**config.mk**
```make
export PLATFORM = sky130hd
export DESIGN_NAME = cgp_div_stage
export DESIGN_NICKNAME = d
export VERILOG_FILES = /design/src/rtl/cgp_div_stage.sv
export SDC_FILE = /design/constraint.sdc
export NUM_CORES = 1
export LEC_CHECK = 0
export ABC_CLOCK_PERIOD_IN_PS = 800
export BUFFER_PORTS_ARGS = -buffer_cell sky130_fd_sc_hd__buf_2
export CAP_MARGIN = 10
export CORE_UTILIZATION = 46
export DETAILED_ROUTE_END_ITERATION = 7
export PLACE_DENSITY = 0.8
export SLEW_MARGIN = 0
export SYNTH_ARGS = -nofsm -noshare
export SYNTH_HDL_FRONTEND = slang
export SYNTH_SLANG_ARGS = --single-unit
export TNS_END_PERCENT = 1
```
**constraint.sdc**
```tcl
create_clock -name clk_i -period 0.8 [get_ports clk_i]
set_clock_uncertainty 0.1 [all_clocks]
set_input_delay 0.16 -clock clk_i [delete_from_list [all_inputs] [get_ports clk_i]]
set_output_delay 0.16 -clock clk_i [all_outputs]
set_load 0.02 [all_outputs]
```
**src/rtl/cgp_div_stage.sv**
```systemverilog
// ----------------------------------------------------------------------------
// cgp_div_stage
// one quotient bit of the pipelined restoring divider
// ----------------------------------------------------------------------------
module cgp_div_stage #(
  parameter int unsigned ANGLE_BITS = 16,
  parameter int unsigned IDX        = 0,
  localparam int unsigned NW = ANGLE_BITS + 10,
  localparam int unsigned DW = ANGLE_BITS + 2
) (
  input  logic          clk_i,
  input  logic          rst_ni,
  input  logic          en_i,
  input  logic          valid_i,
  input  logic [NW-1:0] n_i,
  input  logic [DW-1:0] d_i,
  input  logic [7:0]    q_i,
  input  logic          byp_i,
  output logic          valid_o,
  output logic [NW-1:0] n_o,
  output logic [DW-1:0] d_o,
  output logic [7:0]    q_o,
  output logic          byp_o
);

  logic [NW-1:0] dk, n_d;
  logic [7:0]    q_d;

  always_comb begin
    dk  = NW'(d_i) << IDX;
    n_d = n_i;
    q_d = q_i;
    if (!byp_i && n_i >= dk) begin
      n_d      = n_i - dk;
      q_d[IDX] = 1'b1;
    end
  end

  always_ff @(posedge clk_i or negedge rst_ni) begin
    if (!rst_ni) begin
      valid_o <= 1'b0;
    end else if (en_i) begin
      valid_o <= valid_i;
    end
  end

  always_ff @(posedge clk_i) begin
    if (en_i) begin
      n_o   <= n_d;
      d_o   <= d_i;
      q_o   <= q_d;
      byp_o <= byp_i;
    end
  end

endmodule

```
# ---- Yosys cells after proc, flatten, opt, wreduce, memory -nomap -nowiden
# Index checks and enable logic that the tools add are counted.
# W data, S select, Z words.
dict set report word_totals {
  word_cells 11
  in_bits 57
  out_inout_bits 54
  register_bits 54
}
dict set report classes {
  reduce_logical 2
  mux 1
  addsub 1
  order_cmp 1
}
# op count
set ops {}
lappend ops {{$ge A26 B18 Y1} 1}
lappend ops {{$mux W26} 1}
lappend ops {{$sub A26 B18 Y26} 1}
lappend ops {{$logic_and A1 B1 Y1} 1}
lappend ops {{$logic_not A1 Y1} 1}

# ---- Longest topological paths before layout
dict set report logic_depth {
  depth_word 3
  depth_mapped 12
  ltp_nobuf 10
}

# ---- Least setup slack after synthesis
# Ideal clock, no wire load.
dict set report synth_timing {
  path_kind {input-to-reg}
  startpoint {in n_i[0]}
  endpoint {reg n_o[10], data pin}
  setup_time_ns 0.260
  path_buffers 2
  t_required_ns 0.440
  path_slack_ns -1.833
  t_arrival_ns 2.272
  stages 11
  path_cell_list {inv_1 -> ha_1 -> inv_1 -> fa_1 -> a211oi_2 -> o21ai_0 -> a22o_1 -> o31a_1 -> buf_6 -> buf_6 -> mux2_4}
}
dict set report synth_between {
  elab_chain_len 3
  elab_cells_between_ends 4
  cone_classes {add/sub (1); order compare (1); mux (1); reduce/logical (1)}
}
# item line_no
set synth_rtl {}
lappend synth_rtl {{start, declared} 15} ;# input logic [NW-1:0] n_i,
lappend synth_rtl {{$ge A26 B18 Y1} 33} ;# if (!byp_i && n_i >= dk) begin
lappend synth_rtl {{$logic_and A1 B1 Y1} 33}
lappend synth_rtl {{$mux W26 *} 33}
lappend synth_rtl {{net n_d[10]} 26} ;# logic [NW-1:0] dk, n_d;
lappend synth_rtl {{end signal, assigned} 49} ;# n_o <= n_d;
lappend synth_rtl {{end, declared} 20} ;# output logic [NW-1:0] n_o,
# The timed path passes the listed nets; every way through them passes the cells marked *.
# A chain may end at the register's enable or synchronous reset.

# ---- Worst setup path in the final report
dict set report layout_timing {
  startpoint {in n_i[0]}
  endpoint {reg n_o[7], data pin}
}
# Same word-level chain as after synthesis.

==> impl_metrics.json <==
{
  "outcome": "finished, violations left",
  "violations": "negative hold slack, negative setup slack",
  "slew_headroom": 0.767,
  "antenna_left": 0,
  "row_count": 30,
  "worstRegToRegCells": 1,
  "routed_wl_um": 7990,
  "worst_setup_path_end_kind": "register",
  "syn_nets": 355,
  "vias_per_cell": 5.23,
  "postSynth.asyncResetShare": 0.0185,
  "powerDensity_nw_per_um2": 1710,
  "drive_above_1_share": 0.512,
  "clk_latency_ns": 0.30,
  "die_area_um2": 7300,
  "drt_pass1_iterations": 4,
  "die_h_um": 85.5,
  "gp_congestion": 0.801,
  "p_int_w": 0.00557,
  "clock_sinks": 54,
  "regArea_um2": 1620,
  "hold-worst-slack_ns": -0.0790,
  "cts_tree": "yes",
  "worst_pin_slew_ns": 0.347,
  "num_antenna_cells": 0,
  "yosysWarnings": 0,
  "wl_per_cell_um": 14.7,
  "drc": 0,
  "num_vias": 2839,
  "initial_core_util": 0.474,
  "post-route-min-period_ns": 2.26,
  "drt_iter0_markers": 123,
  "numCtsBuffers": 5,
  "crit_required_ns": 0.76,
  "r2r-start": "valid_o",
  "p_seq_frac": 0.442,
  "synth_edf_count": 53,
  "setup_slack_ns": -1.46,
  "synth.avg_cell_area_um2": 11.5,
  "n_fill_cell": 541,
  "post-cts-setup-buffers": 0,
  "rsz0062_at_grt": "true",
  "finalHoldViolCount": 27,
  "die_w_um": 85.5,
  "max_freq_mhz": 443,
  "ios": 111,
  "slew_violations": 0,
  "switching_share": 0.297,
  "ctsLongestPathBuffers": 2,
  "whs_endpoint": "q_o[2]",
  "synth.distinct_cells": 54,
  "grt_max_degree": 30,
  "dp_hpwl_um": 6390,
  "syn_inst": 279,
  "arrival_ns": 2.22,
  "period_share": 2.82,
  "drv_cap": 0,
  "antenna_found_initial": 0,
  "ir_drop_v": 0.000865,
  "r2r-end": "valid_o",
  "cp_max_fo": 15,
  "postCtsHoldBufs": 1,
  "setup_viol": 82,
  "grt_pass1_wl_um": 12500,
  "ys_seq_elements": 54,
  "pwr-share-clk": 0.233,
  "min_path_cells": 1,
  "p_leak_nw": 2.11,
  "critPathLaunchType": "input pin",
  "power_w": 0.00792,
  "synth_top_flop_cell": "edfxtp_1",
  "multiInputGateArea_um2": 1550,
  "ys_seq_area_frac": 0.504,
  "htree_levels": 2,
  "hp-start": "q_i[2]",
  "clk_pin_slew_worst_paths_ns": 0.10,
  "hold_class": "in -> reg",
  "grt_pass1_vias": 2700,
  "ff2ff_setup_slack_ns": -0.05,
  "critPathKind": "in -> reg",
  "pwr-share-comb": 0.325,
  "areaGrowthSynthToFinish_pct": 44.5,
  "synth_area_um2": 3200,
  "portBuffers": 110,
  "layout.nets": 538,
  "grt-ovfl-total": 0,
  "fin_setup_tns_ns": -53.12,
  "grt_usage": 0.219,
  "core_um2": 6760,
  "clock-root-buffer": "clkbuf_8",
  "p_switching_w": 0.00235
}
[cell usage after synthesis (all sizes together), types with 8 or more instances]
| cell | number | area share |
|---|---|---|
| nor2 | 14 | 0.016 |
| nand2 | 16 | 0.019 |
| nor3 | 11 | 0.020 |
| xor2 | 11 | 0.030 |
| a21oi | 22 | 0.034 |
| inv | 21 | 0.025 |
| mux2 | 15 | 0.062 |
| edfxtp | 53 | 0.50 |
| ha | 18 | 0.070 |
| xnor2 | 10 | 0.027 |
| o21ai | 12 | 0.019 |
| buf | 8 | 0.016 |
[power groups by stage]
stage                     clock, W  sequential, W  combinational (W)
final                      0.00184        0.00350            0.00258
after detailed placement         0        0.00356            0.00247
after CTS                  0.00189        0.00350            0.00252
after global placement           0        0.00356            0.00239
after global routing       0.00203        0.00352            0.00277
after floorplan                  0        0.00395           0.000961
[layout make-up]
cell class,instances,share of cell area
flip-flops and latches,54,0.349
multi-input cells,194,0.335
repair buffers,186,0.252
well taps,80,0.0216
inverters,21,0.0176
clock buffers,5,0.0149
clock inverters,3,0.00973
[metal layers]
metal  GRT usage  share of wire  up-vias
li1            -              -     1403
met1       0.261           0.40     1321
met2       0.392           0.53       97
met3      0.0447          0.050       18
met4      0.0773          0.021        0
met5           0              0        -
[worst max-delay path by stage]
stage	startpoint	slack (ns)	endpoint
3_5_place_dp	n_i[0]	-1.95	n_o[7]
5_1_grt	n_i[0]	-1.50	n_o[22]
4_1_cts	n_i[0]	-1.57	n_o[22]
3_3_place_gp	n_i[0]	-1.81	n_o[14]
2_1_floorplan	n_i[0]	-1.72	n_o[10]
6_report	n_i[0]	-1.46	n_o[7]
[metrics by stage]
stage	worst slack (ns)	cell area, um2	hold slack (ns)	cells	utilization
after floorplan	-1.72	3210	-0.236	279	-
after global placement	-1.81	4390	-0.166	534	0.649
after detailed placement	-1.95	4390	-0.162	534	0.649
after CTS	-1.57	4540	-0.0863	543	0.673
after global routing	-1.50	4630	-0.104	543	0.685
final	-1.46	4630	-0.0790	543	0.685
[worst max-delay path, stage by stage]
cell,delay [ns]
buf_6,0.10
inv_4,0.05
ha_4,0.13
inv_2,0.03
fa_2,0.36
a211oi_4,0.26
o21ai_2,0.09
a22o_1,0.24
o31a_1,0.30
buf_8,0.19
mux2_4,0.30
[placed cells by master, fill, tap and decap left out, types with 3 or more instances in the layout]
cell type / count
a21oi_1: 17
a21oi_2: 5
and3_1: 3
and4_1: 3
buf_2: 109
buf_4: 71
clkbuf_8: 5
edfxtp_1: 53
ha_1: 16
inv_1: 19
mux2_2: 7
mux2_4: 8
nand2_1: 16
nand2b_1: 4
nand3_1: 7
nand4_1: 5
nor2_1: 14
nor2b_1: 3
nor3_1: 5
nor3_2: 5
o211ai_1: 4
o21ai_0: 8
or3_1: 4
xnor2_1: 10
xor2_1: 11
[repair_timing]
action,CTS,global route
setup endpoints to repair,82,82
endpoints found under the hold margin,28,27
pin swaps,4,3
resized for setup,8,22
[logic make-up (layout without fill, tap and decap cells)]
family / after synthesis / in the layout / share of synthesized area
AND/OR/NAND/NOR: 81 / 81 / 0.139
multiplexers: 16 / 16 / 0.0652
buffers and inverters: 31 / 215 / 0.0437
flip-flops: 54 / 54 / 0.504
AO/OA/AOI/OAI: 57 / 57 / 0.113
XOR/XNOR: 21 / 21 / 0.0574
adder cells (fa/ha/maj): 19 / 19 / 0.0765
[sequential cells by signal, indices dropped and copies added (netlist names)]
name	count
d_o	18
valid_o	1
byp_o	1
q_o	8
n_o	26
Power figures use the tool's default switching activity.
