**src/rtl/cgp_pkg.sv**
```systemverilog
// ----------------------------------------------------------------------------
// cgp_pkg
// shared types, register indexes and the cordic arctangent table
// ----------------------------------------------------------------------------
package cgp_pkg;

  localparam int unsigned PIX_W      = 12;
  localparam int unsigned CFG_IDX_W  = 3;
  localparam int unsigned CFG_DATA_W = 24;
  localparam int unsigned CW         = 34;  // cordic x/y datapath width
  localparam int unsigned ZW         = 32;  // turn accumulator width
  localparam int unsigned CORDIC_N   = 32;

  // configuration register indexes
  localparam logic [CFG_IDX_W-1:0] REG_CENTER_X    = 3'd0;
  localparam logic [CFG_IDX_W-1:0] REG_CENTER_Y    = 3'd1;
  localparam logic [CFG_IDX_W-1:0] REG_START_ANGLE = 3'd2;
  localparam logic [CFG_IDX_W-1:0] REG_SWEEP_ANGLE = 3'd3;
  localparam logic [CFG_IDX_W-1:0] REG_START_COLOR = 3'd4;
  localparam logic [CFG_IDX_W-1:0] REG_END_COLOR   = 3'd5;

  typedef struct packed {
    logic [PIX_W-1:0] pixel_x;
    logic [PIX_W-1:0] pixel_y;
  } pix_in_t;

  typedef struct packed {
    logic [7:0] red;
    logic [7:0] green;
    logic [7:0] blue;
    logic [7:0] weight;
  } pix_out_t;

  typedef struct packed {
    logic signed [CW-1:0] x;
    logic signed [CW-1:0] y;
    logic [ZW-1:0]        z;
    logic                 zero;   // vector of length zero, angle forced to 0
  } cordic_t;

  // arctangent of 2^-i in units of 2^-32 turn
  function automatic logic [ZW-1:0] atan_turn(input int unsigned i);
    logic [ZW-1:0] r;
    unique case (i)
      0:  r = 32'h20000000;  1:  r = 32'h12E4051E;  2:  r = 32'h09FB385B;
      3:  r = 32'h051111D4;  4:  r = 32'h028B0D43;  5:  r = 32'h0145D7E1;
      6:  r = 32'h00A2F61E;  7:  r = 32'h00517C55;  8:  r = 32'h0028BE53;
      9:  r = 32'h00145F2F;  10: r = 32'h000A2F98;  11: r = 32'h000517CC;
      12: r = 32'h00028BE6;  13: r = 32'h000145F3;  14: r = 32'h0000A2FA;
      15: r = 32'h0000517D;  16: r = 32'h000028BE;  17: r = 32'h0000145F;
      18: r = 32'h00000A30;  19: r = 32'h00000518;  20: r = 32'h0000028C;
      21: r = 32'h00000146;  22: r = 32'h000000A3;  23: r = 32'h00000051;
      24: r = 32'h00000029;  25: r = 32'h00000014;  26: r = 32'h0000000A;
      27: r = 32'h00000005;  28: r = 32'h00000003;  29: r = 32'h00000001;
      30: r = 32'h00000001;
      default: r = 32'h00000000;
    endcase
    return r;
  endfunction

endpackage

```
**src/rtl/cgp_blend.sv**
```systemverilog
// ----------------------------------------------------------------------------
// cgp_blend
// start/end colour mix by the weight; second register is the output word
// ----------------------------------------------------------------------------
module cgp_blend import cgp_pkg::*; (
  input  logic        clk_i,
  input  logic        rst_ni,
  input  logic        en_i,
  input  logic        valid_i,
  input  logic [7:0]  w_i,
  input  logic [23:0] start_color_i,
  input  logic [23:0] end_color_i,
  output logic        valid_o,
  output pix_out_t    pix_o
);

  logic [8:0]         a;
  logic signed [8:0]  dif  [3];
  logic signed [18:0] prod_d [3];
  logic signed [18:0] prod_q [3];
  logic [7:0]         s_q  [3];
  logic [7:0]         w_q;
  logic signed [18:0] sh   [3];
  logic [7:0]         c    [3];
  logic               v1_q;
  pix_out_t           pix_d;

  always_comb begin
    a = {1'b0, w_i} + {8'b0, w_i[7]};
    for (int k = 0; k < 3; k++) begin
      dif[k]    = $signed({1'b0, end_color_i[8*k +: 8]})
                - $signed({1'b0, start_color_i[8*k +: 8]});
      prod_d[k] = 19'($signed({1'b0, a})) * 19'(dif[k]);
    end
  end

  always_comb begin
    for (int k = 0; k < 3; k++) begin
      sh[k] = prod_q[k] >>> 8;
      c[k]  = s_q[k] + sh[k][7:0];
    end
    pix_d.blue   = c[0];
    pix_d.green  = c[1];
    pix_d.red    = c[2];
    pix_d.weight = w_q;
  end

  always_ff @(posedge clk_i or negedge rst_ni) begin
    if (!rst_ni) begin
      v1_q    <= 1'b0;
      valid_o <= 1'b0;
    end else if (en_i) begin
      v1_q    <= valid_i;
      valid_o <= v1_q;
    end
  end

  always_ff @(posedge clk_i) begin
    if (en_i) begin
      for (int k = 0; k < 3; k++) begin
        prod_q[k] <= prod_d[k];
        s_q[k]    <= start_color_i[8*k +: 8];
      end
      w_q   <= w_i;
      pix_o <= pix_d;
    end
  end

endmodule

```
**config.mk**
```make
export PLATFORM = sky130hd
export DESIGN_NAME = cgp_blend
export DESIGN_NICKNAME = d
export VERILOG_FILES = /design/src/rtl/cgp_pkg.sv /design/src/rtl/cgp_blend.sv
export SDC_FILE = /design/constraint.sdc
export NUM_CORES = 1
export LEC_CHECK = 0
export CORE_AREA = 2 2 178 180
export DETAILED_ROUTE_END_ITERATION = 6
export DIE_AREA = 0 0 180 182
export DONT_BUFFER_PORTS = 1
export GPL_ROUTABILITY_DRIVEN = 1
export GPL_TIMING_DRIVEN = 0
export PLACE_DENSITY = 0.49
export SLEW_MARGIN = 20
export SYNTH_ARGS = -nofsm -noshare
export SYNTH_HDL_FRONTEND = slang
export SYNTH_SLANG_ARGS = --single-unit
```
**constraint.sdc**
```tcl
create_clock -name clk_i -period 2.6 [get_ports clk_i]
set_input_delay 0.26 -clock clk_i [delete_from_list [all_inputs] [get_ports clk_i]]
set_output_delay 0.26 -clock clk_i [all_outputs]
set_load 0.05 [all_outputs]
```
======== Yosys cells after proc, flatten, opt, wreduce, memory -nomap -nowiden ========
Memories as Yosys holds them, arrays and structs flattened.
Cells that the tools add are included.
word-level totals
  memory bits (writable) .................. 81
  input port bits ......................... 60
  flip-flop bits (word level) ............. 42
  memories kept ........................... 2
operators by class
  $mul .................................... 3
  add/sub/neg operators ................... 7
  multiplexer cells ....................... 2
memories
  memory  depth  bits a word  rd ports  clocked after memory_dff  write ports  line             RTL
  prod_q  3      19           3         0                         3            cgp_blend.sv:20  logic signed [18:0] prod_q [3];
  s_q     3      8            3         0                         3            cgp_blend.sv:21  logic [7:0] s_q [3];
operators by type and width
  kind                                           count
  10-bit by 9-bit multiplier with 19-bit output  3
  8-bit by 8-bit subtractor with 9-bit output    3
  8-bit adder                                    3
  8-bit by 1-bit adder with 9-bit output         1
  1-bit 2-to-1 mux                               2

======== Logic depth before layout (Yosys ltp) ========
  depth after elaboration ................. 2
  gate-level depth with buffers ........... 26
  mapped depth without buffers ............ 25

======== Least setup slack after synthesis ========
Ideal clock, no wire load.
  path type ............................... input to register
  start ................................... input port end_color_i[0]
  end ..................................... memory prod_q[0][15], data pin
  setup slack ............................. -3922 ps
  stages .................................. 25
  data required time ...................... 2332 ps
  buffers on the path ..................... 0
  arrival ................................. 6254 ps
  cells stage by stage .................... inv_1 > ha_1 > fa_1 > nor2b_1 > o2111ai_1 > nand3_1 > nor4_1 > nor3_1 > inv_1 > nand2_1 > fa_1 > fa_1 > inv_1 > fa_1 > fa_1 > inv_1 > fa_1 > inv_1 > ha_1 > a21o_1 > a221oi_2 > a21oi_2 > a41oi_1 > xnor2_1 > xnor3_1
RTL lines
  item             line             RTL
  start, declared  cgp_blend.sv:12  input logic [23:0] end_color_i,
  end, declared    cgp_blend.sv:20

==> flow_summary_export.csv <==
group,metric,value,unit
run_status,violations,"setup timing",
routing,wl,27500,um
setup_path,crit_buf_inv,2,
setup_path,crit_type,"primary input to register",
floorplanning,die_height,182,um
yosys,netlist_area,11600,um^2
place,dpl-instance-area,12400,um^2
yosys,synthTopCellsByArea,"fa_1 26%, edfxtp_1 23%, ha_1 17%",
floorplanning,rows,65,
grt,antenna_found_initial,0,
sta,slew_viol_final,0,
place,gp_congestion,0.789,
yosys,syn_nets,1507,
floorplanning,core_area,31000,um^2
yosys,postSynthCellCount,1139,
yosys,ys_types,59,
sta,finalSetupTns,-61.17,ns
routing,vias,7988,
sta,clock_skew,0.00871,ns
setup_path,path_common_cell,"fa_1",
finish,stdcell_area,14700,um^2
setup_path,path_cells,"inv_12, ha_4, fa_2, nor2b_4, o2111ai_2, nand3_2, nor4_4, nor3_4, buf_4, nor2_1, fa_1, fa_1, fa_1, fa_1, ha_1, ha_4, and3_1, a221oi_4, a21oi_4, a41oi_2, xnor2_1, xnor3_1",
floorplanning,io_pins,93,
routing,via_per_inst,4.81,
clock_network,htree_levels,3,
run_status,outcome,"complete, but fails checks",
yosys,synth_common_cells,"218 x inv_1, 159 x nor2_1, 155 x ha_1",
sta,finalSetupViolCount,24,
hold_path,min_path_type,"primary input to register",
setup_path,crit_arrival,5.64,ns
sta,slew-limit-headroom,45.8,%
routing,drcViolationCount,0,
clock_network,clk_pin_slew,0.07,ns
routing,dr.pass1.iters,4,
grt,grtUsageTotal,17.6,%
yosys,yosys_warnings,0,
clock_network,root_buffer,"clkbuf_16",
sta,period_share,213,%
yosys,synthArstFlopShare,2.22,%
finish,diodes,0,
finish,drive_gt1_share,21.2,%
floorplanning,initial_utilization,37.5,%
setup_path,crit_required,2.70,ns
clock_network,cts_tree,"done",
setup_path,critPathLaunchType,"primary input",
setup_path,worstSetupEndpointType,"register",
yosys,synth.avg_cell_area,10.2,um^2
setup_path,crit_family,"adder cells",
finish,final_nets,1624,
grt,grt_pass1_wl,45300,um
clock_network,numCtsBuffers,9,
sta,setup_slack,-2.93,ns
floorplanning,dieArea,32800,um^2
clock_network,clockBufferDepth,2,
yosys,synth.largest_area_cell,"fa_1",
setup_path,path_max_fanout,3,
yosys,yosysMostFrequentCell,"inv_1",
sta,finalHoldViolCount,0,
yosys,synth_edf_count,88,
yosys,seq_area_frac_synth,23.2,%
floorplanning,die_w,180,um
sta,fin_crit,5.53,ns
finish,fillerInstances,2876,
sta,max_freq,0.181,GHz
sta,rsz0062_at_grt,"true",
routing,routedWlPerCell,16.5,um
flow_run,maxCapViolCount,0,
setup_path,critPathSlowestCell,"fa_1",
routing,drtIter0Drc,317,
place,hpwl,20100,um
yosys,synthFlopType,"edfxtp_1",
clock_network,cts.sinks,90,
sta,tightest_slew,0.809,ns
yosys,yosysTopAreaCellShare,26.4,%
routing,ant_nets,0,
setup_path,slowest_delay,0.52,ns
grt,grt_max_degree,91,
clock_network,insertion_delay,0.36,ns
yosys,synth-seq-cells,90,
grt,gr-total-overflow,0,
finish,syn2layout_area_growth,26.6,%
place,io_buffers,0,
grt,grt_pass1_vias,8722,
[what timing repair did]
action / in CTS / in global routing
pin swaps: 67 / 49
setup endpoints to repair: 24 / 24
buffers inserted: 60 / 14
hold endpoints to repair: 34 / 0
gates resized for setup: 147 / 55
hold buffers: 33 / 0
cloned: 0 / 0
[cell families after synthesis]
group           synth area share [%]
simple gates                    12.8
fa+ha+maj                       43.1
buf+inv                         7.73
compound gates                  5.87
xor+xnor                        7.09
flops                           23.2
mux                            0.280
[cell usage in the layout (no fill, tap or decap), types with 11 or more instances in the layout]
| cell | count |
|---|---|
| buf_6 | 18 |
| ha_4 | 25 |
| xnor2_2 | 12 |
| buf_4 | 53 |
| edfxtp_1 | 88 |
| nand2_1 | 42 |
| inv_1 | 202 |
| ha_1 | 124 |
| fa_1 | 147 |
| a21o_1 | 15 |
| xnor2_4 | 11 |
| dlygate4sd3_1 | 33 |
| nor2_1 | 150 |
| inv_2 | 11 |
| a21oi_1 | 18 |
| xnor2_1 | 45 |
| nand2b_1 | 51 |
[cell type report]
cell class	count	area (um^2)	share of cell area, %
multi-input combinational	812	9200	62.6
sequential	90	2690	18.3
timing repair buffer	107	1010	6.88
inverter	219	873	5.94
tap	402	503	3.42
clock buffer	10	229	1.56
buffer	17	134	0.910
clock inverter	5	56.3	0.383
[registers in the layout (all words and copies together) (netlist names)]
name / count
pix_o: 32
prod_q: 24
s_q: 24
v1_q: 1
valid_o: 1
w_q: 8
[through the flow]
step / hold WS, ns / worst slack, ns / utilization [%] / std cells
4_1_cts: 0.00570 / -3.05 / 46.2 / 1649
3_5_place_dp: -0.0355 / -4.29 / 40.0 / 1541
2_1_floorplan: -0.0356 / -3.27 / - / 1139
6_report: 0.0274 / -2.93 / 47.5 / 1662
3_3_place_gp: -0.0355 / -4.42 / 39.9 / 1541
5_1_grt: 0.00430 / -3.11 / 47.5 / 1662
[path summary, 6_finish.rpt]
check	from	endpoint	slack (ns)	depth (start not counted)
max in group asynchronous	rst_ni	v1_q	2.35	1
min in group asynchronous	rst_ni	valid_o	0.13	1
worst min register to register	w_q[2]	pix_o[2]	0.42	0
worst max register to register	prod_q[0][9]	pix_o[15]	0.57	7
worst min-delay path	en_i	pix_o[1]	0.03	0
worst max-delay path	end_color_i[0]	prod_q[0][15]	-2.93	22
[per-layer routing]
layer | GRT usage [%] | wire [um] | vias to the layer above
met2 | 30.8 | 13900 | 99
met5 | 0 | 0 | -
li1 | - | - | 3827
met3 | 2.83 | 801 | 28
met4 | 5.11 | 593 | 0
met1 | 22.5 | 12200 | 4034
Power is not shown: default switching activity piles up to over one toggle a cycle in this logic, so the estimate is an artifact.
