$ cat src/rtl/cgp_pkg.sv
// ----------------------------------------------------------------------------
// cgp_pkg
// shared types, register indexes and the cordic arctangent table
// ----------------------------------------------------------------------------
package cgp_pkg;

  localparam int unsigned PIX_W      = 12;
  localparam int unsigned CFG_IDX_W  = 3;
  localparam int unsigned CFG_DATA_W = 24;
  localparam int unsigned CW         = 34;  // cordic x/y datapath width
  localparam int unsigned ZW         = 32;  // turn accumulator width
  localparam int unsigned CORDIC_N   = 32;

  // configuration register indexes
  localparam logic [CFG_IDX_W-1:0] REG_CENTER_X    = 3'd0;
  localparam logic [CFG_IDX_W-1:0] REG_CENTER_Y    = 3'd1;
  localparam logic [CFG_IDX_W-1:0] REG_START_ANGLE = 3'd2;
  localparam logic [CFG_IDX_W-1:0] REG_SWEEP_ANGLE = 3'd3;
  localparam logic [CFG_IDX_W-1:0] REG_START_COLOR = 3'd4;
  localparam logic [CFG_IDX_W-1:0] REG_END_COLOR   = 3'd5;

  typedef struct packed {
    logic [PIX_W-1:0] pixel_x;
    logic [PIX_W-1:0] pixel_y;
  } pix_in_t;

  typedef struct packed {
    logic [7:0] red;
    logic [7:0] green;
    logic [7:0] blue;
    logic [7:0] weight;
  } pix_out_t;

  typedef struct packed {
    logic signed [CW-1:0] x;
    logic signed [CW-1:0] y;
    logic [ZW-1:0]        z;
    logic                 zero;   // vector of length zero, angle forced to 0
  } cordic_t;

  // arctangent of 2^-i in units of 2^-32 turn
  function automatic logic [ZW-1:0] atan_turn(input int unsigned i);
    logic [ZW-1:0] r;
    unique case (i)
      0:  r = 32'h20000000;  1:  r = 32'h12E4051E;  2:  r = 32'h09FB385B;
      3:  r = 32'h051111D4;  4:  r = 32'h028B0D43;  5:  r = 32'h0145D7E1;
      6:  r = 32'h00A2F61E;  7:  r = 32'h00517C55;  8:  r = 32'h0028BE53;
      9:  r = 32'h00145F2F;  10: r = 32'h000A2F98;  11: r = 32'h000517CC;
      12: r = 32'h00028BE6;  13: r = 32'h000145F3;  14: r = 32'h0000A2FA;
      15: r = 32'h0000517D;  16: r = 32'h000028BE;  17: r = 32'h0000145F;
      18: r = 32'h00000A30;  19: r = 32'h00000518;  20: r = 32'h0000028C;
      21: r = 32'h00000146;  22: r = 32'h000000A3;  23: r = 32'h00000051;
      24: r = 32'h00000029;  25: r = 32'h00000014;  26: r = 32'h0000000A;
      27: r = 32'h00000005;  28: r = 32'h00000003;  29: r = 32'h00000001;
      30: r = 32'h00000001;
      default: r = 32'h00000000;
    endcase
    return r;
  endfunction

endpackage

$ cat src/rtl/cgp_norm.sv
// ----------------------------------------------------------------------------
// cgp_norm
// offset from centre, normalizing shift and half-plane fold (two stages)
// ----------------------------------------------------------------------------
module cgp_norm import cgp_pkg::*; #(
  parameter int unsigned COORD_BITS = 12
) (
  input  logic            clk_i,
  input  logic            rst_ni,
  input  logic            en_i,
  input  logic            valid_i,
  input  pix_in_t         pix_i,
  input  logic [15:0]     center_x_i,
  input  logic [15:0]     center_y_i,
  output logic            valid_o,
  output cordic_t         vec_o
);

  localparam logic [PIX_W-1:0] CMASK =
    (COORD_BITS >= PIX_W) ? {PIX_W{1'b1}} : PIX_W'((1 << COORD_BITS) - 1);

  logic [PIX_W-1:0]   px, py;
  logic signed [17:0] dx_d, dy_d, dx_q, dy_q;
  logic [17:0]        ax, ay;
  logic [16:0]        m;
  logic [4:0]         msb;
  logic [4:0]         sh_d, sh_q;
  logic               zero_d, zero_q, v1_q;
  logic signed [CW-1:0] xe, ye, xs, ys;
  cordic_t            vec_d;

  // stage 1: offset and shift amount
  always_comb begin
    px     = pix_i.pixel_x & CMASK;
    py     = pix_i.pixel_y & CMASK;
    dx_d   = $signed({2'b00, px, 4'h8}) - $signed({2'b00, center_x_i});
    dy_d   = $signed({2'b00, py, 4'h8}) - $signed({2'b00, center_y_i});
    ax     = dx_d[17] ? 18'(-dx_d) : 18'(dx_d);
    ay     = dy_d[17] ? 18'(-dy_d) : 18'(dy_d);
    m      = ax[16:0] | ay[16:0];
    msb    = '0;
    for (int i = 0; i < 17; i++) begin
      if (m[i]) msb = 5'(i);
    end
    sh_d   = 5'(29) - msb;
    zero_d = (m == '0);
  end

  // stage 2: normalize and fold the left half-plane
  always_comb begin
    xe = CW'(dx_q);
    ye = CW'(dy_q);
    xs = xe <<< sh_q;
    ys = ye <<< sh_q;
    vec_d.zero = zero_q;
    if (xs[CW-1]) begin
      vec_d.x = -xs;
      vec_d.y = -ys;
      vec_d.z = 32'h80000000;
    end else begin
      vec_d.x = xs;
      vec_d.y = ys;
      vec_d.z = '0;
    end
  end

  always_ff @(posedge clk_i or negedge rst_ni) begin
    if (!rst_ni) begin
      v1_q    <= 1'b0;
      valid_o <= 1'b0;
    end else if (en_i) begin
      v1_q    <= valid_i;
      valid_o <= v1_q;
    end
  end

  always_ff @(posedge clk_i) begin
    if (en_i) begin
      dx_q   <= dx_d;
      dy_q   <= dy_d;
      sh_q   <= sh_d;
      zero_q <= zero_d;
      vec_o  <= vec_d;
    end
  end

endmodule

$ cat config.mk
export PLATFORM = sky130hd
export DESIGN_NAME = cgp_norm
export DESIGN_NICKNAME = d
export VERILOG_FILES = /design/src/rtl/cgp_pkg.sv /design/src/rtl/cgp_norm.sv
export SDC_FILE = /design/constraint.sdc
export NUM_CORES = 1
export LEC_CHECK = 0
export BUFFER_PORTS_ARGS = -buffer_cell sky130_fd_sc_hd__buf_2
export CORE_MARGIN = 1
export CORE_UTILIZATION = 45
export DETAILED_ROUTE_END_ITERATION = 6
export PLACE_DENSITY_LB_ADDON = 0.2
export SYNTH_ARGS = -nofsm -noshare
export SYNTH_HDL_FRONTEND = slang
export SYNTH_SLANG_ARGS = --single-unit
$ cat constraint.sdc
create_clock -name clk_i -period 7.9 [get_ports clk_i]
set_input_delay 0.395 -clock clk_i [delete_from_list [all_inputs] [get_ports clk_i]]
set_output_delay 0.395 -clock clk_i [all_outputs]
set_load 0.02 [all_outputs]
# [Word level (Yosys, flattened, before mapping)]
# Index checks and enable logic that the tools add are counted.
[totals] ff_bits=143 output_inout_bits=102 word_cells=41
[classes] n_addsub=7 shift=2 muxes=19 n_bitwise=1 n_reduce_logical=1
[op_table] cell="2-to-1 mux 99 bit" count=1
[op_table] cell="negation 34 bit" count=2
[op_table] cell="<<< shifter 17 x 5 -> 34 bit" count=2
[op_table] cell="2-to-1 mux 5 bit" count=12
[op_table] cell="2-to-1 mux 17 bit" count=2
[op_table] cell="negation 17 bit" count=2
[op_table] cell="subtractor 16 x 16 -> 17 bit" count=2
[op_table] cell="logical NOT 17 bit" count=1
[op_table] cell="OR 17 bit" count=1
[op_table] cell="subtractor 5 bit, first input constant" count=1
[op_table] cell="2-to-1 mux 2 bit" count=2
[op_table] cell="2-to-1 mux 3 bit" count=1
[op_table] cell="2-to-1 mux 1 bit" count=1

# [Logic depth before layout (Yosys ltp)]
[logic_depth] word_depth=21 mapped_depth=16

# [Worst setup path after synthesis]
# OpenSTA, ideal clock, no wires.
[synth_path] path_type="in2reg" startpoint="input center_y_i[6]" endpoint="register sh_q[3] (data pin)" t_arrival_ps=3451 t_required_ps=7642 path_slack_ps=4191 cell_stages=15 n_path_buf=1 cell_sequence="inv_1 ha_1 clkbuf_1 and3b_1 a2111oi_2 o311ai_2 a2111oi_4 nor4b_4 a41oi_1 xor2_1 a211oi_2 nand2_1 a21o_1 ha_1 xnor2_1"
[synth_between] word_cells_on_any_way=21 cone_classes="3 x add/sub; 17 x mux; 1 x bitwise"
[synth_lines] item="start: declaration" line="cgp_norm.sv:14" rtl="input logic [15:0] center_y_i,"
[synth_lines] item="subtractor 16 x 16 -> 17 bit *" line="cgp_norm.sv:37" rtl="dy_d = $signed({2'b00, py, 4'h8}) - $signed({2'b00, center_y_i});"
[synth_lines] item="via dy_d[7]" line="cgp_norm.sv:23" rtl="logic signed [17:0] dx_d, dy_d, dx_q, dy_q;"
[synth_lines] item="negation 17 bit" line="cgp_norm.sv:39" rtl="ay = dy_d[17] ? 18'(-dy_d) : 18'(dy_d);"
[synth_lines] item="2-to-1 mux 17 bit *" line="cgp_norm.sv:39"
[synth_lines] item="OR 17 bit *" line="cgp_norm.sv:40" rtl="m = ax[16:0] | ay[16:0];"
[synth_lines] item="2-to-1 mux 5 bit (9 in a row)" line="cgp_norm.sv:43" rtl="if (m[i]) msb = 5'(i);"
[synth_lines] item="2-to-1 mux 5 bit *" line="cgp_norm.sv:43"
[synth_lines] item="via msb[1]" line="cgp_norm.sv:26" rtl="logic [4:0] msb;"
[synth_lines] item="subtractor 5 bit *" line="cgp_norm.sv:45" rtl="sh_d = 5'(29) - msb;"
[synth_lines] item="via sh_d[3]" line="cgp_norm.sv:27" rtl="logic [4:0] sh_d, sh_q;"
[synth_lines] item="end signal: assignment" line="cgp_norm.sv:81" rtl="sh_q <= sh_d;"
[synth_lines] item="end: declaration" line="cgp_norm.sv:27"
# Mark *: on every way through the listed nets, which the timed path passes. The rest lies on a longest branch.
# A chain may end at the register's enable or synchronous reset.

==> results.tsv <==
metric	value	unit
hpwl	20800	µm
avgSynthCellArea	9.40	µm²
post_cts_buffers	0	
clk_latency	0.36	ns
synthCells	1187	
powerDensity	259	nW/µm²
rrSetupSlack	3.76	ns
cp_slowest_stage_delay	0.70	ns
vias_per_cell	5.86	
finalSetupViolCount	0	
die_w	159	µm
synth_top_family_by_area	compound AO/OA/AOI/OAI gates	
finalCriticalPeriod	4.14	ns
ant_nets	0	
fin_worst_skew	0.00710	ns
cts_tree	yes	
syn-cell-area	11200	µm²
start_util	45.9	%
yosysTopAreaCell	edfxtp_1	
drt_first_pass_iters	5	
placed_area	11800	µm²
ys_seq_area_share	30.0	%
hp-class	primary input to register	
holdBufCountCts	1	
finalHoldViolCount	0	
drc	0	
setup_tns	0	ns
cp.required	8.00	ns
yosysWarnings	0	
area_growth	8.98	%
num-fill-cells	2284	
synth_adder_area_share	3.25	%
num_antenna_cells	0	
io_buffers	130	
routedWlPerCell	17.1	µm
synth-compound-area-share	20.5	%
ctsLongestPathBuffers	2	
muxShareOfSynthArea	13.9	%
outcome	complete, no violations	
grt_max_degree	72	
async_reset_ff_share	1.79	%
ios	162	
grt_usage	21.0	%
rows	57	
vias	9357	
max_slew.worst_pin.slew	1.02	ns
grt_pass1_vias	8317	
synth_edf_count	110	
arrival	4.24	ns
ctsResizeCount	0	
drt-initial-drc-count	630	
cp_common_cell	mux4_2	
wirelength	27300	µm
synth-simple-area-share	17.7	%
die-area	25400	µm²
critPathCaptureType	register	
rsz0062_at_grt	no	
antenna_found_initial	0	
finalInstanceArea	12200	µm²
ir_drop	135	µV
die_y	159	µm
ys_types	105	
clkSlewWorstSetupHoldPaths	0.07	ns
h-tree-depth	3	
gp_congestion	0.928	
crit_type	register to register	
timing.slew.headroom	31.2	%
synth-xor-area-share	6.75	%
drive_above_1_share	21.2	%
maxCapViolCount	0	
synth.ff_latch_count	112	
grt_pass1_wl	43200	µm
drv_slew	0	
core	24300	µm²
cts.sinks	112	
nNetsFinal	1356	
synth_top_area_share	29.6	%
cts_root_buf	clkbuf_16	
start_kind	register	
p_leak	4.81	nW
fmax	0.242	GHz
grt_overflow	0	
synth_ff_type	edfxtp_1	
synthTopCellsByArea	edfxtp_1, mux4_2, xnor2_1	
crit_fanout	51	
cts_buffers	9	
cp_cell_sequence	buf_4, mux4_2, mux4_2, a211o_1, o41ai_2, and4_1, nand3_2, nor3_4, a31oi_1, xnor2_1, nor2_1	
post-route-period-util	52.4	%
cpMaxStageDelayCell	mux4_2	
## flip-flops by register name (all words and copies together) (netlist names)
name,flops
v1_q,1
sh_q,5
dx_q,17
valid_o,1
dy_q,17
zero_q,1
vec_o,70
## per-stage QoR
| stage | utilization [%] | hold slack [ns] | worst slack [ns] | power (mW) | std cells |
|---|---|---|---|---|---|
| 6_report | 50.0 | 0.282 | 3.76 | 3.15 | 1596 |
| 5_1_grt | 50.0 | 0.283 | 3.43 | 3.34 | 1596 |
| 4_1_cts | 50.0 | 0.276 | 3.73 | 3.16 | 1596 |
| 3_5_place_dp | 48.6 | 0.184 | 3.74 | 2.66 | 1579 |
| 3_3_place_gp | 48.6 | 0.180 | 3.81 | 2.65 | 1579 |
| 2_1_floorplan | - | 0.0994 | 4.19 | 2.27 | 1217 |
## final cells by class
cell class	instances	area [µm²]	area share, %
multi-input combinational	927	7040	57.9
sequential	112	3350	27.6
timing repair buffer	143	753	6.19
tap	324	405	3.33
inverter	74	278	2.28
clock buffer	9	225	1.85
clock inverter	7	104	0.854
## where the power goes
part / switching [mW] / internal, mW / leakage, nW / total [mW]
Clock: 0.217 / 0.282 / 0.161 / 0.499
Sequential: 0.0563 / 0.860 / 1.12 / 0.916
Combinational: 1.06 / 0.683 / 3.53 / 1.74
## kinds of logic after synthesis
family / Yosys count
xor+xnor: 86
mux: 98
flops: 112
simple gates: 363
buf+inv: 178
other cells: 1
fa+ha+maj: 29
compound gates: 320
## per-layer routing
layer | global-route usage [%] | vias to the layer above | share of wire (%)
met1 | 29.0 | 4478 | 46
met4 | 7.74 | 0 | 2.6
met5 | 0 | - | 0
met2 | 34.1 | 263 | 47
li1 | - | 4571 | -
met3 | 1.98 | 45 | 3.9
## worst max-delay path: cells and delay by family, from the launching register on
kind / cells / cell delay [ns]
buffers and inverters: 1 / 0.58
AO/OA/AOI/OAI: 3 / 0.83
XOR/XNOR: 1 / 0.15
flip-flops: 1 / 0.32
AND/OR/NAND/NOR: 4 / 0.75
multiplexers: 2 / 1.25
## synthesized netlist by cell type, types with 10 or more instances
library cell / n
nor4_1: 18
o211ai_1: 11
mux2_2: 19
inv_1: 71
buf_2: 18
buf_1: 11
nor2b_1: 18
and2_1: 16
nor3_1: 22
nand2b_1: 17
buf_4: 35
o31ai_1: 11
nand3_1: 14
ha_1: 29
or3_1: 13
o31a_1: 10
clkbuf_1: 32
xor2_1: 22
a211o_1: 10
a21oi_1: 85
a211oi_1: 15
mux4_2: 42
o21ai_0: 45
nor2_1: 87
a31oi_1: 18
xnor2_1: 64
o21a_1: 10
a21o_1: 16
nand2_1: 84
mux2i_1: 35
edfxtp_1: 110
## cells in the final DEF, fill, tap and decap left out, types with 17 or more instances in the layout
cell type,n
nand2b_1,17
xor2_1,22
buf_2,129
inv_1,71
nor2_1,87
nor3_1,22
ha_1,29
mux4_2,42
conb_1,31
xnor2_1,64
o21ai_0,45
edfxtp_1,110
mux2_2,19
nand2_1,84
nor2b_1,18
mux2i_1,35
a21oi_1,85
a31oi_1,18
nor4_1,18
## worst paths after layout
check / start / to / cells past startpoint
setup / recovery: sh_q[0]$_DFFE_PP_ / vec_o[99]$_DFFE_PP_ / 11
hold / removal: valid_i / v1_q$_DFFE_PN0P_ / 2
setup reg to reg: sh_q[0]$_DFFE_PP_ / vec_o[99]$_DFFE_PP_ / 11
hold reg to reg: zero_q$_DFFE_PP_ / vec_o[0]$_DFFE_PP_ / 0
max in group asynchronous: rst_ni / v1_q$_DFFE_PN0P_ / 2
min in group asynchronous: rst_ni / valid_o$_DFFE_PN0P_ / 2
No activity file was read; power rests on OpenSTA's default activity.
