`src/rtl/cgp_pkg.sv`:
```
// ----------------------------------------------------------------------------
// cgp_pkg
// shared types, register indexes and the cordic arctangent table
// ----------------------------------------------------------------------------
package cgp_pkg;

  localparam int unsigned PIX_W      = 12;
  localparam int unsigned CFG_IDX_W  = 3;
  localparam int unsigned CFG_DATA_W = 24;
  localparam int unsigned CW         = 34;  // cordic x/y datapath width
  localparam int unsigned ZW         = 32;  // turn accumulator width
  localparam int unsigned CORDIC_N   = 32;

  // configuration register indexes
  localparam logic [CFG_IDX_W-1:0] REG_CENTER_X    = 3'd0;
  localparam logic [CFG_IDX_W-1:0] REG_CENTER_Y    = 3'd1;
  localparam logic [CFG_IDX_W-1:0] REG_START_ANGLE = 3'd2;
  localparam logic [CFG_IDX_W-1:0] REG_SWEEP_ANGLE = 3'd3;
  localparam logic [CFG_IDX_W-1:0] REG_START_COLOR = 3'd4;
  localparam logic [CFG_IDX_W-1:0] REG_END_COLOR   = 3'd5;

  typedef struct packed {
    logic [PIX_W-1:0] pixel_x;
    logic [PIX_W-1:0] pixel_y;
  } pix_in_t;

  typedef struct packed {
    logic [7:0] red;
    logic [7:0] green;
    logic [7:0] blue;
    logic [7:0] weight;
  } pix_out_t;

  typedef struct packed {
    logic signed [CW-1:0] x;
    logic signed [CW-1:0] y;
    logic [ZW-1:0]        z;
    logic                 zero;   // vector of length zero, angle forced to 0
  } cordic_t;

  // arctangent of 2^-i in units of 2^-32 turn
  function automatic logic [ZW-1:0] atan_turn(input int unsigned i);
    logic [ZW-1:0] r;
    unique case (i)
      0:  r = 32'h20000000;  1:  r = 32'h12E4051E;  2:  r = 32'h09FB385B;
      3:  r = 32'h051111D4;  4:  r = 32'h028B0D43;  5:  r = 32'h0145D7E1;
      6:  r = 32'h00A2F61E;  7:  r = 32'h00517C55;  8:  r = 32'h0028BE53;
      9:  r = 32'h00145F2F;  10: r = 32'h000A2F98;  11: r = 32'h000517CC;
      12: r = 32'h00028BE6;  13: r = 32'h000145F3;  14: r = 32'h0000A2FA;
      15: r = 32'h0000517D;  16: r = 32'h000028BE;  17: r = 32'h0000145F;
      18: r = 32'h00000A30;  19: r = 32'h00000518;  20: r = 32'h0000028C;
      21: r = 32'h00000146;  22: r = 32'h000000A3;  23: r = 32'h00000051;
      24: r = 32'h00000029;  25: r = 32'h00000014;  26: r = 32'h0000000A;
      27: r = 32'h00000005;  28: r = 32'h00000003;  29: r = 32'h00000001;
      30: r = 32'h00000001;
      default: r = 32'h00000000;
    endcase
    return r;
  endfunction

endpackage

```
`src/rtl/cgp_cordic_stage.sv`:
```
// ----------------------------------------------------------------------------
// cgp_cordic_stage
// one registered cordic vectoring micro-rotation
// ----------------------------------------------------------------------------
module cgp_cordic_stage import cgp_pkg::*; #(
  parameter int unsigned IDX = 0
) (
  input  logic    clk_i,
  input  logic    rst_ni,
  input  logic    en_i,
  input  logic    valid_i,
  input  cordic_t vec_i,
  output logic    valid_o,
  output cordic_t vec_o
);

  localparam logic [ZW-1:0] ATAN = atan_turn(IDX);

  logic signed [CW-1:0] xs, ys;
  cordic_t vec_d;

  always_comb begin
    xs = vec_i.x >>> IDX;
    ys = vec_i.y >>> IDX;
    vec_d.zero = vec_i.zero;
    if (!vec_i.y[CW-1]) begin
      vec_d.x = vec_i.x + ys;
      vec_d.y = vec_i.y - xs;
      vec_d.z = vec_i.z + ATAN;
    end else begin
      vec_d.x = vec_i.x - ys;
      vec_d.y = vec_i.y + xs;
      vec_d.z = vec_i.z - ATAN;
    end
  end

  always_ff @(posedge clk_i or negedge rst_ni) begin
    if (!rst_ni) begin
      valid_o <= 1'b0;
    end else if (en_i) begin
      valid_o <= valid_i;
    end
  end

  always_ff @(posedge clk_i) begin
    if (en_i) vec_o <= vec_d;
  end

endmodule

```
`config.mk`:
```
export PLATFORM = sky130hd
export DESIGN_NAME = cgp_cordic_stage
export DESIGN_NICKNAME = d
export VERILOG_FILES = /design/src/rtl/cgp_pkg.sv /design/src/rtl/cgp_cordic_stage.sv
export SDC_FILE = /design/constraint.sdc
export NUM_CORES = 1
export LEC_CHECK = 0
export BUFFER_PORTS_ARGS = -buffer_cell sky130_fd_sc_hd__buf_4
export CAP_MARGIN = 5
export CELL_PAD_IN_SITES_DETAIL_PLACEMENT = 0
export CELL_PAD_IN_SITES_GLOBAL_PLACEMENT = 1
export CORE_ASPECT_RATIO = 1.2
export CORE_UTILIZATION = 45
export DETAILED_ROUTE_END_ITERATION = 7
export PLACE_DENSITY_LB_ADDON = 0.2
export SLEW_MARGIN = 0
export SYNTH_ARGS = -nofsm -noshare
export SYNTH_HDL_FRONTEND = slang
export SYNTH_SLANG_ARGS = --single-unit
```
`constraint.sdc`:
```
create_clock -name clk_i -period 1.95 [get_ports clk_i]
set_input_delay 0 -clock clk_i [delete_from_list [all_inputs] [get_ports clk_i]]
set_output_delay 0 -clock clk_i [all_outputs]
set_load 0.005 [all_outputs]
```
Yosys cells after proc, flatten, opt, wreduce, memory -nomap -nowiden
Index checks and enable logic that the tools add are counted.
- bits in registers: 102
- word-level logic and storage cells: 11
- add/sub/neg operators: 5
- mux-type cells: 1
- operators with widths (operator ; number):
    100-bit two-way mux ; 1
    34-bit subtractor ; 2
    34-bit adder ; 1
    32-bit by 30-bit adder with 32-bit output, second input constant ; 1
    32-bit by 30-bit subtractor with 32-bit output, second input constant ; 1

Logic depth before layout (Yosys ltp)
Gate-level depths: netlist of the first run.
- depth after elaboration: 2
- depth in mapped cells: 12

Least setup slack after synthesis of the first run
OpenSTA, ideal clock, no wires.
- kind: input-to-reg
- start: in vec_i[33] in the netlist's numbering
- end: reg vec_o[65] in the netlist's numbering (data pin)
- setup time: 0.258 ns
- data arrival time: 2.099 ns
- required time: 1.692 ns
- setup slack: -0.407 ns
- stages: 10
- cell sequence: ha_1 > fa_1 > and2b_4 > o211ai_2 > a32oi_4 > a311oi_2 > nor3_2 > o311a_1 > a31oi_1 > xnor2_1
- RTL lines (what ; RTL line ; text):
    start, declared ; cgp_cordic_stage.sv:12 ; input cordic_t vec_i,
    end signal, assigned ; cgp_cordic_stage.sv:46 ; if (en_i) vec_o <= vec_d;
    end, declared ; cgp_cordic_stage.sv:14 ; output cordic_t vec_o

==> flow_summary.toml, run 1 <==
[synth]
synth_common_cells = "inv_1 (110), a21oi_1 (103), edfxtp_1 (100), ha_1 (100), nor2_1 (88)"
avgSynthCellArea_um2 = 8.897
synth_top_area_share_pct = 31.87
ys_warn_count = 0
async_reset_ff_share_pct = 0.9901
syn_inst = 1059
synth_largest_area_cell = "edfxtp_1"
synth_edf_count = 100
synth-seq-cells = 101
yosysSeqAreaShare_pct = 32.14
synthTopCellsByArea = "edfxtp_1 (32%), ha_1 (13%), a21oi_1 (5.5%), xnor2_1 (5.4%), inv_1 (4.4%)"
synthesis.area_mm2 = 0.009422
syn_nets = 1268
yosysMostFrequentCell = "inv_1"
synth_cell_types = 83
synth_top_flop_cell = "edfxtp_1"

[sta]
worst_pin_slew_ns = 0.5799
drv_slew = 0
rsz0062_at_grt = "true"
finalHoldViolations = 0
fin_crit_sh_pct = 112.7
period_needed_ns = 2.197
fmax_mhz = 455.1
worst_clock_skew_ns = 0
finalSetupTns_ns = -3.759
setup_slack_ns = -0.2474
setup_viol = 31
whs_ns = 0.02938
max-slew-margin-rel_pct = 61.08

[detailed_routing]
routed_wl_um = 38170
ant_nets = 0
firstDrtPassIters = 6
drc = 0
wl_per_cell_um = 19.80
vias = 10770
drt_iter0_markers = 724
vias_per_cell = 5.586

[placed_design]
io_buffers = 206
placed_area_mm2 = 0.01406
gp_congestion = 0.9997
place_inst = 1841
pre_cts_ws_ns = -0.7083
dpl.hpwl_um = 28410

[global_route]
grt_usage_pct = 34.26
busiest_layer = "met2"
grt_overflow_total = 0
met2_usage_pct = 61.26
grt_pass1_vias = 10730
antenna_found_initial = 0
use_met1_pct = 41.36
grt_max_degree = 54
grt_pass1_wl_um = 57040
met3_usage_pct = 3.946

[power_and_ir_drop]
vdd_drop_max_v = 0.0004431
powerDensity_mw_per_mm2 = 577.9
p_leak_nw = 7.206
finalPower_mw = 9.424

[clocking]
htree_levels = 3
cts.sinks = 101
cts.clk_slew.worst_paths_ns = 0.08
cts_buffers = 9
cts_tree = "yes"
clkLatencyLatePin_ns = 0.36
root_buffer = "clkbuf_16"
ctsLongestPathBuffers = 2

[finish]
drive_above_1_share_pct = 51.77
antenna_cells = 0
fillers = 1373
fin_area_mm2 = 0.01631
area_delta_synth_final_pct = 73.09
finalNetCount = 1867
finalNonFillerCells = 1928
utilization_pct = 79.95

[floorplan]
dieArea_mm2 = 0.02152
die_h_um = 160.5
die_w_um = 134.1
num_io_pins = 207
start_util_pct = 46.19
coreArea_mm2 = 0.02040
fp-row-count = 57

[setup_path]
path_cells = "buf_8, buf_4, fa_2, and2b_4, o211ai_4, a32oi_4, a311oi_4, o21a_2, buf_6, a21oi_4, mux2i_1, xnor2_1"
cp_max_fo = 3
cp_num_buf_inv = 3
setup.worst_path.class = "in -> reg"
end_kind = "flop"
arrival_ns = 2.30
cp_slowest_cell = "fa_2"
cp-start-kind = "input port"
crit_family = "compound AO/OA/AOI/OAI gates"
slowest_delay_ns = 0.40
worstPathRequired_ns = 2.05

[flow_run]
max_cap_violations = 0

[hold_path]
hp-class = "in -> reg"

[run_status]
violations = "negative setup slack"
status = "complete, but fails checks"
## placed cells by master, fill, tap and decap left out, types with 9 or more instances in the layout
cell type	instances
nand2_1	43
inv_1	98
o21ai_1	17
nor2_2	10
a21oi_2	34
buf_4	562
o21ai_0	43
o21a_1	11
nor2_1	74
nand4_1	17
ha_2	10
a21oi_1	65
ha_1	69
edfxtp_1	100
o21ai_2	12
dlygate4sd3_1	34
nand3_1	22
ha_4	21
buf_6	27
mux2i_1	17
nor3_1	11
clkbuf_16	9
a21o_1	14
inv_2	11
o21bai_1	17
xnor2_1	56
o211ai_1	10
## layer usage
layer	vias to the layer above	routed length, um
li1	5043	-
met1	5114	15090
met2	488	19140
met3	124	2315
met4	0	1625
met5	-	0
## worst paths after layout
| path | startpoint | endpoint | slack [ns] | depth (start not counted) |
|---|---|---|---|---|
| min | vec_i[32] | vec_o[32]$_DFFE_PP_ | 0.03 | 3 |
| max in group asynchronous | rst_ni | valid_o$_DFFE_PN0P_ | 1.36 | 3 |
| max | vec_i[34] | vec_o[89]$_DFFE_PP_ | -0.25 | 12 |
| min reg2reg | valid_o$_DFFE_PN0P_ | valid_o$_DFFE_PN0P_ | 0.53 | 1 |
| max reg2reg | valid_o$_DFFE_PN0P_ | valid_o$_DFFE_PN0P_ | 1.19 | 1 |
| min in group asynchronous | rst_ni | valid_o$_DFFE_PN0P_ | 0.49 | 3 |
## final cells by class
class | instances | area [um2] | area share (%)
Sequential cell | 101 | 3028 | 18.57
Timing Repair Buffer | 633 | 5054 | 30.99
Tap cell | 265 | 331.6 | 2.033
Multi-Input combinational cell | 796 | 7142 | 43.79
Clock buffer | 10 | 229.0 | 1.404
Clock inverter | 6 | 47.55 | 0.2915
Inverter | 117 | 476.7 | 2.923
## sequential cells by signal, summed over array words and instances, names as in the netlist
register and cells:
vec_o 100, valid_o 1
## where the power goes
group          internal, mW  total, mW  switching (mW)
logic                  2.41       4.73            2.32
clock network         0.881       1.80           0.919
registers              2.79       2.90           0.105
total                  6.08       9.42            3.34
## kinds of logic (layout without fill, tap and decap cells)
logic type | count (synthesis) | count (layout) | share of synthesized area (%)
AOI/OAI and AO/OA | 350 | 350 | 24.58
buffers and inverters | 162 | 766 | 7.596
and+or+nand+nor | 260 | 260 | 13.63
muxes | 21 | 21 | 2.258
xor gates and xnor gates | 61 | 61 | 5.671
DFF | 101 | 101 | 32.14
adders and majority gates | 104 | 104 | 14.13
## what timing repair did
item | in CTS | in global routing
buffers inserted | 23 | 18
endpoints found under the hold margin | 33 | 0
endpoints found under the setup margin | 45 | 46
pin swaps | 50 | 73
gates resized for setup | 155 | 131
hold buffers | 34 | 0
No activity file was read; power rests on OpenSTA's default activity.
==> run 2: changes to the inputs <==
--- a/config.mk
+++ b/config.mk
@@ -10,9 +10,10 @@
 export CELL_PAD_IN_SITES_DETAIL_PLACEMENT = 0
 export CELL_PAD_IN_SITES_GLOBAL_PLACEMENT = 1
 export CORE_ASPECT_RATIO = 1.2
-export CORE_UTILIZATION = 45
+export CORE_UTILIZATION = 40
 export DETAILED_ROUTE_END_ITERATION = 7
 export PLACE_DENSITY_LB_ADDON = 0.2
+export SKIP_CTS_REPAIR_TIMING = 1
 export SLEW_MARGIN = 0
 export SYNTH_ARGS = -nofsm -noshare
 export SYNTH_HDL_FRONTEND = slang
==> flow_summary.toml, run 2 (synthesis gave the netlist of run 1 again) <==
[run_status]
status = "complete, but fails checks"
violations = "negative setup slack"

[detailed_routing]
vias = 10380
firstDrtPassIters = 7
ant_nets = 0
drc = 0
drt_iter0_markers = 575
wl_per_cell_um = 18.36
routed_wl_um = 36110
vias_per_cell = 5.275

[finish]
reg.largest.list = "vec_o x100, valid_o x1"
regArea_mm2 = 0.003028
multi_input_area_mm2 = 0.007024
antenna_cells = 0
final_cell_mix = "buf_4 (563), edfxtp_1 (100), inv_1 (95)"
drive_above_1_share_pct = 50.48
utilization_pct = 69.98
largest_register_ffs = 100
area_delta_synth_final_pct = 71.78
largest_register = "vec_o"
fillers = 1859
finalNetCount = 1856
mostFrequentLayoutCell = "buf_4"

[global_route]
grt_overflow_total = 0
grt_max_degree = 74
grt_usage_pct = 28.15
use_met1_pct = 34.36
grt_pass1_vias = 9790
antenna_found_initial = 0
grt_pass1_wl_um = 51770
met2_usage_pct = 49.49
busiest_layer = "met2"
met3_usage_pct = 3.180

[power_and_ir_drop]
powerDensity_mw_per_mm2 = 598.7
finalPower_mw = 9.690
vdd_drop_max_v = 0.0004556
p_leak_nw = 7.173

[clocking]
cts.clk_slew.worst_paths_ns = 0.08
htree_levels = 3
cts.sinks = 101
cts_buffers = 9
cts_tree = "yes"
root_buffer = "clkbuf_16"
ctsLongestPathBuffers = 2
clkLatencyLatePin_ns = 0.37

[sta]
finalHoldViolations = 0
fin_crit_sh_pct = 115.8
rsz0062_at_grt = "true"
max-slew-margin-rel_pct = 66.63
drv_slew = 0
fmax_mhz = 443.0
finalSetupTns_ns = -5.322
setup_slack_ns = -0.3074
setup_viol = 33
whs_ns = 0.01386
period_needed_ns = 2.257
worst_pin_slew_ns = 0.4960
worst_clock_skew_ns = 0

[placed_design]
pre_cts_ws_ns = -0.8400
dpl.hpwl_um = 28120
io_buffers = 206
gp_congestion = 0.9340

[floorplan]
coreArea_mm2 = 0.02313
die_w_um = 142.1
num_io_pins = 207
start_util_pct = 40.74
dieArea_mm2 = 0.02417
fp-row-count = 61
die_h_um = 170.1

[flow_run]
max_cap_violations = 0

[setup_path]
worstPathRequired_ns = 2.09
setup.worst_path.class = "in -> reg"
end_kind = "flop"
cp_max_fo = 4
arrival_ns = 2.39
cp-start-kind = "input port"

[hold_path]
hp-class = "in -> reg"
run 2: cell types whose count changed in the layout (fill, tap and decap cells not counted), sizes merged:
cell,change
clkinv,-1
clkinvlp,-2
bufinv,+3
buf,-11
run 2: metal layers:
layer  wire, um  up-vias
met5          0        -
met4       1141        0
met3       1607       62
met2      18170      332
met1      15200     4960
li1           -     5021
run 2: area by class of cell:
| class | count | share of cell area, % |
|---|---|---|
| Clock buffer | 10 | 1.415 |
| Multi-Input combinational cell | 796 | 43.40 |
| Sequential cell | 101 | 18.71 |
| Timing Repair Buffer | 622 | 30.38 |
| Inverter | 117 | 2.915 |
| Clock inverter | 6 | 0.7422 |
| Tap cell | 315 | 2.435 |
run 2: report_power, final:
group	switching (mW)	internal, mW	total [mW]	leakage, nW
Clock	0.937	1.28	2.21	0.167
Combinational	2.25	2.35	4.59	6.02
Sequential	0.0928	2.79	2.88	0.990
Total	3.28	6.41	9.69	7.17
run 2: path summary, 6_finish.rpt:
| kind | from | to | slack (ns) | depth (start not counted) |
|---|---|---|---|---|
| max in group asynchronous | rst_ni | valid_o$_DFFE_PN0P_ | 1.35 | 3 |
| min in group asynchronous | rst_ni | valid_o$_DFFE_PN0P_ | 0.50 | 3 |
| setup / recovery | vec_i[33] | vec_o[65]$_DFFE_PP_ | -0.31 | 12 |
| setup reg to reg | valid_o$_DFFE_PN0P_ | valid_o$_DFFE_PN0P_ | 1.21 | 1 |
| hold / removal | vec_i[100] | vec_o[100]$_DFFE_PP_ | 0.01 | 3 |
| hold reg to reg | valid_o$_DFFE_PN0P_ | valid_o$_DFFE_PN0P_ | 0.51 | 1 |
run 2: worst max-delay path: stages:
cell      delay (ns)
buf_12          0.11
ha_4            0.16
fa_2            0.36
and2b_4         0.19
o211ai_4        0.22
a32oi_4         0.18
a311oi_4        0.40
buf_4           0.18
nor3_4          0.04
o311a_1         0.29
a31oi_1         0.17
xnor2_1         0.08
run 2: through the flow:
step	cell area, um2	std cells
global route	16180	1967
floorplan	9741	1059
CTS	14450	1907
finish	16180	1967
detailed placement	14100	1891
global placement	14100	1891
==> run 3: changes to the inputs <==
--- a/config.mk
+++ b/config.mk
@@ -11,8 +11,10 @@
 export CELL_PAD_IN_SITES_GLOBAL_PLACEMENT = 1
 export CORE_ASPECT_RATIO = 1.2
 export CORE_UTILIZATION = 40
+export CTS_CLUSTER_SIZE = 12
 export DETAILED_ROUTE_END_ITERATION = 7
 export PLACE_DENSITY_LB_ADDON = 0.2
+export RECOVER_POWER = 50
 export SKIP_CTS_REPAIR_TIMING = 1
 export SLEW_MARGIN = 0
 export SYNTH_ARGS = -nofsm -noshare
==> flow_summary.toml, run 3 (synthesis gave the netlist of run 1 again) <==
[finish]
antenna_cells = 0
largest_register_ffs = 100
utilization_pct = 69.97
final_cell_mix = "buf_4 (562), edfxtp_1 (100), inv_1 (95)"
drive_above_1_share_pct = 50.42
multi_input_area_mm2 = 0.007024
largest_register = "vec_o"
reg.largest.list = "vec_o x100, valid_o x1"
regArea_mm2 = 0.003028
fillers = 1859
finalNetCount = 1856
area_delta_synth_final_pct = 71.74
mostFrequentLayoutCell = "buf_4"

[setup_path]
cp_max_fo = 4
r2r_cells = 1
arrival_ns = 2.39
r2r-end = "valid_o$_DFFE_PN0P_"
reg2reg_from = "valid_o$_DFFE_PN0P_"
r2r_setup_slack_ns = 1.21
end_kind = "flop"
cp-start-kind = "input port"
setup.worst_path.class = "in -> reg"
worstPathRequired_ns = 2.09

[floorplan]
num_io_pins = 207
dieArea_mm2 = 0.02417
coreArea_mm2 = 0.02313
die_w_um = 142.1
die_h_um = 170.1
fp-row-count = 61
start_util_pct = 40.74

[clocking]
cts.sinks = 101
cts_buffers = 9
ctsLongestPathBuffers = 2
cts_tree = "yes"
root_buffer = "clkbuf_16"
htree_levels = 3
cts.clk_slew.worst_paths_ns = 0.08
clkLatencyLatePin_ns = 0.37

[hold_path]
hp-class = "in -> reg"
holdCritStartpoint = "vec_i[100]"
min_to = "vec_o[100]$_DFFE_PP_"
holdPathStages = 3

[run_status]
violations = "negative setup slack"
status = "complete, but fails checks"

[global_route]
grt_pass1_vias = 9790
grt_max_degree = 74
grt_overflow_total = 0
grt_pass1_wl_um = 51770
use_met1_pct = 34.36
met2_usage_pct = 49.49
antenna_found_initial = 0
busiest_layer = "met2"
grt_usage_pct = 28.15
met3_usage_pct = 3.180

[detailed_routing]
vias = 10360
ant_nets = 0
drc = 0
drt_iter0_markers = 575
wl_per_cell_um = 18.35
routed_wl_um = 36100
vias_per_cell = 5.268
firstDrtPassIters = 7

[placed_design]
io_buffers = 206
gp_congestion = 0.9340
dpl.hpwl_um = 28120

[sta]
fmax_mhz = 443.0
fin_crit_sh_pct = 115.8
drv_slew = 0
setup_viol = 33
period_needed_ns = 2.257
finalHoldViolations = 0
setup_slack_ns = -0.3073
max-slew-margin-rel_pct = 18.16
finalSetupTns_ns = -5.313
worst_clock_skew_ns = 0
rsz0062_at_grt = "true"
worst_pin_slew_ns = 1.228

[flow_run]
max_cap_violations = 0

[power_and_ir_drop]
vdd_drop_max_v = 0.0004556
p_leak_nw = 7.169
powerDensity_mw_per_mm2 = 598.8
run 3: critical path: stages:
cell and delay (ns):
buf_12 0.11, ha_4 0.16, fa_2 0.36, and2b_4 0.19, o211ai_4 0.22, a32oi_4 0.18
a311oi_4 0.40, buf_4 0.18, nor3_4 0.04, o311a_1 0.29, a31oi_1 0.17, xnor2_1 0.08
run 3: worst max-delay path by stage:
stage	startpoint	end	slack [ns]	cells past startpoint
2_1_floorplan	vec_i[33]	vec_o[65]$_DFFE_PP_	-0.20	10
3_3_place_gp	vec_i[33]	vec_o[53]$_DFFE_PP_	-0.79	13
3_5_place_dp	vec_i[33]	vec_o[53]$_DFFE_PP_	-0.84	13
4_1_cts	vec_i[33]	vec_o[53]$_DFFE_PP_	-0.45	13
5_1_grt	vec_i[33]	vec_o[65]$_DFFE_PP_	-0.44	12
6_report	vec_i[33]	vec_o[65]$_DFFE_PP_	-0.31	12
run 3: metal layers:
layer | share of wire [%] | up-vias
li1 | - | 5023
met1 | 42 | 4950
met2 | 50 | 325
met3 | 4.4 | 64
met4 | 3.2 | 0
met5 | 0 | -
run 3: where the power goes:
group	internal [mW]	switching, mW
Combinational	2.35	2.25
Clock	1.28	0.937
Sequential	2.79	0.0928
run 3: stage by stage:
| stage | hold slack, ns | cell area [um2] | std cells | total power [mW] | worst slack [ns] |
|---|---|---|---|---|---|
| floorplan | -0.2956 | 9741 | 1059 | 4.724 | -0.1981 |
| global placement | -0.2250 | 14100 | 1891 | 6.810 | -0.7873 |
| detailed placement | -0.2231 | 14100 | 1891 | 6.844 | -0.8400 |
| CTS | -0.6209 | 14450 | 1907 | 9.082 | -0.4494 |
| global route | 0.03272 | 16180 | 1967 | 10.12 | -0.4420 |
| finish | 0.01387 | 16180 | 1967 | 9.689 | -0.3073 |
run 3: cell type report:
class / count / share of cell area (%)
Multi-Input combinational cell: 796 / 43.41
Timing Repair Buffer: 622 / 30.37
Sequential cell: 101 / 18.71
Inverter: 117 / 2.915
Tap cell: 315 / 2.436
Clock buffer: 10 / 1.415
Clock inverter: 6 / 0.7423
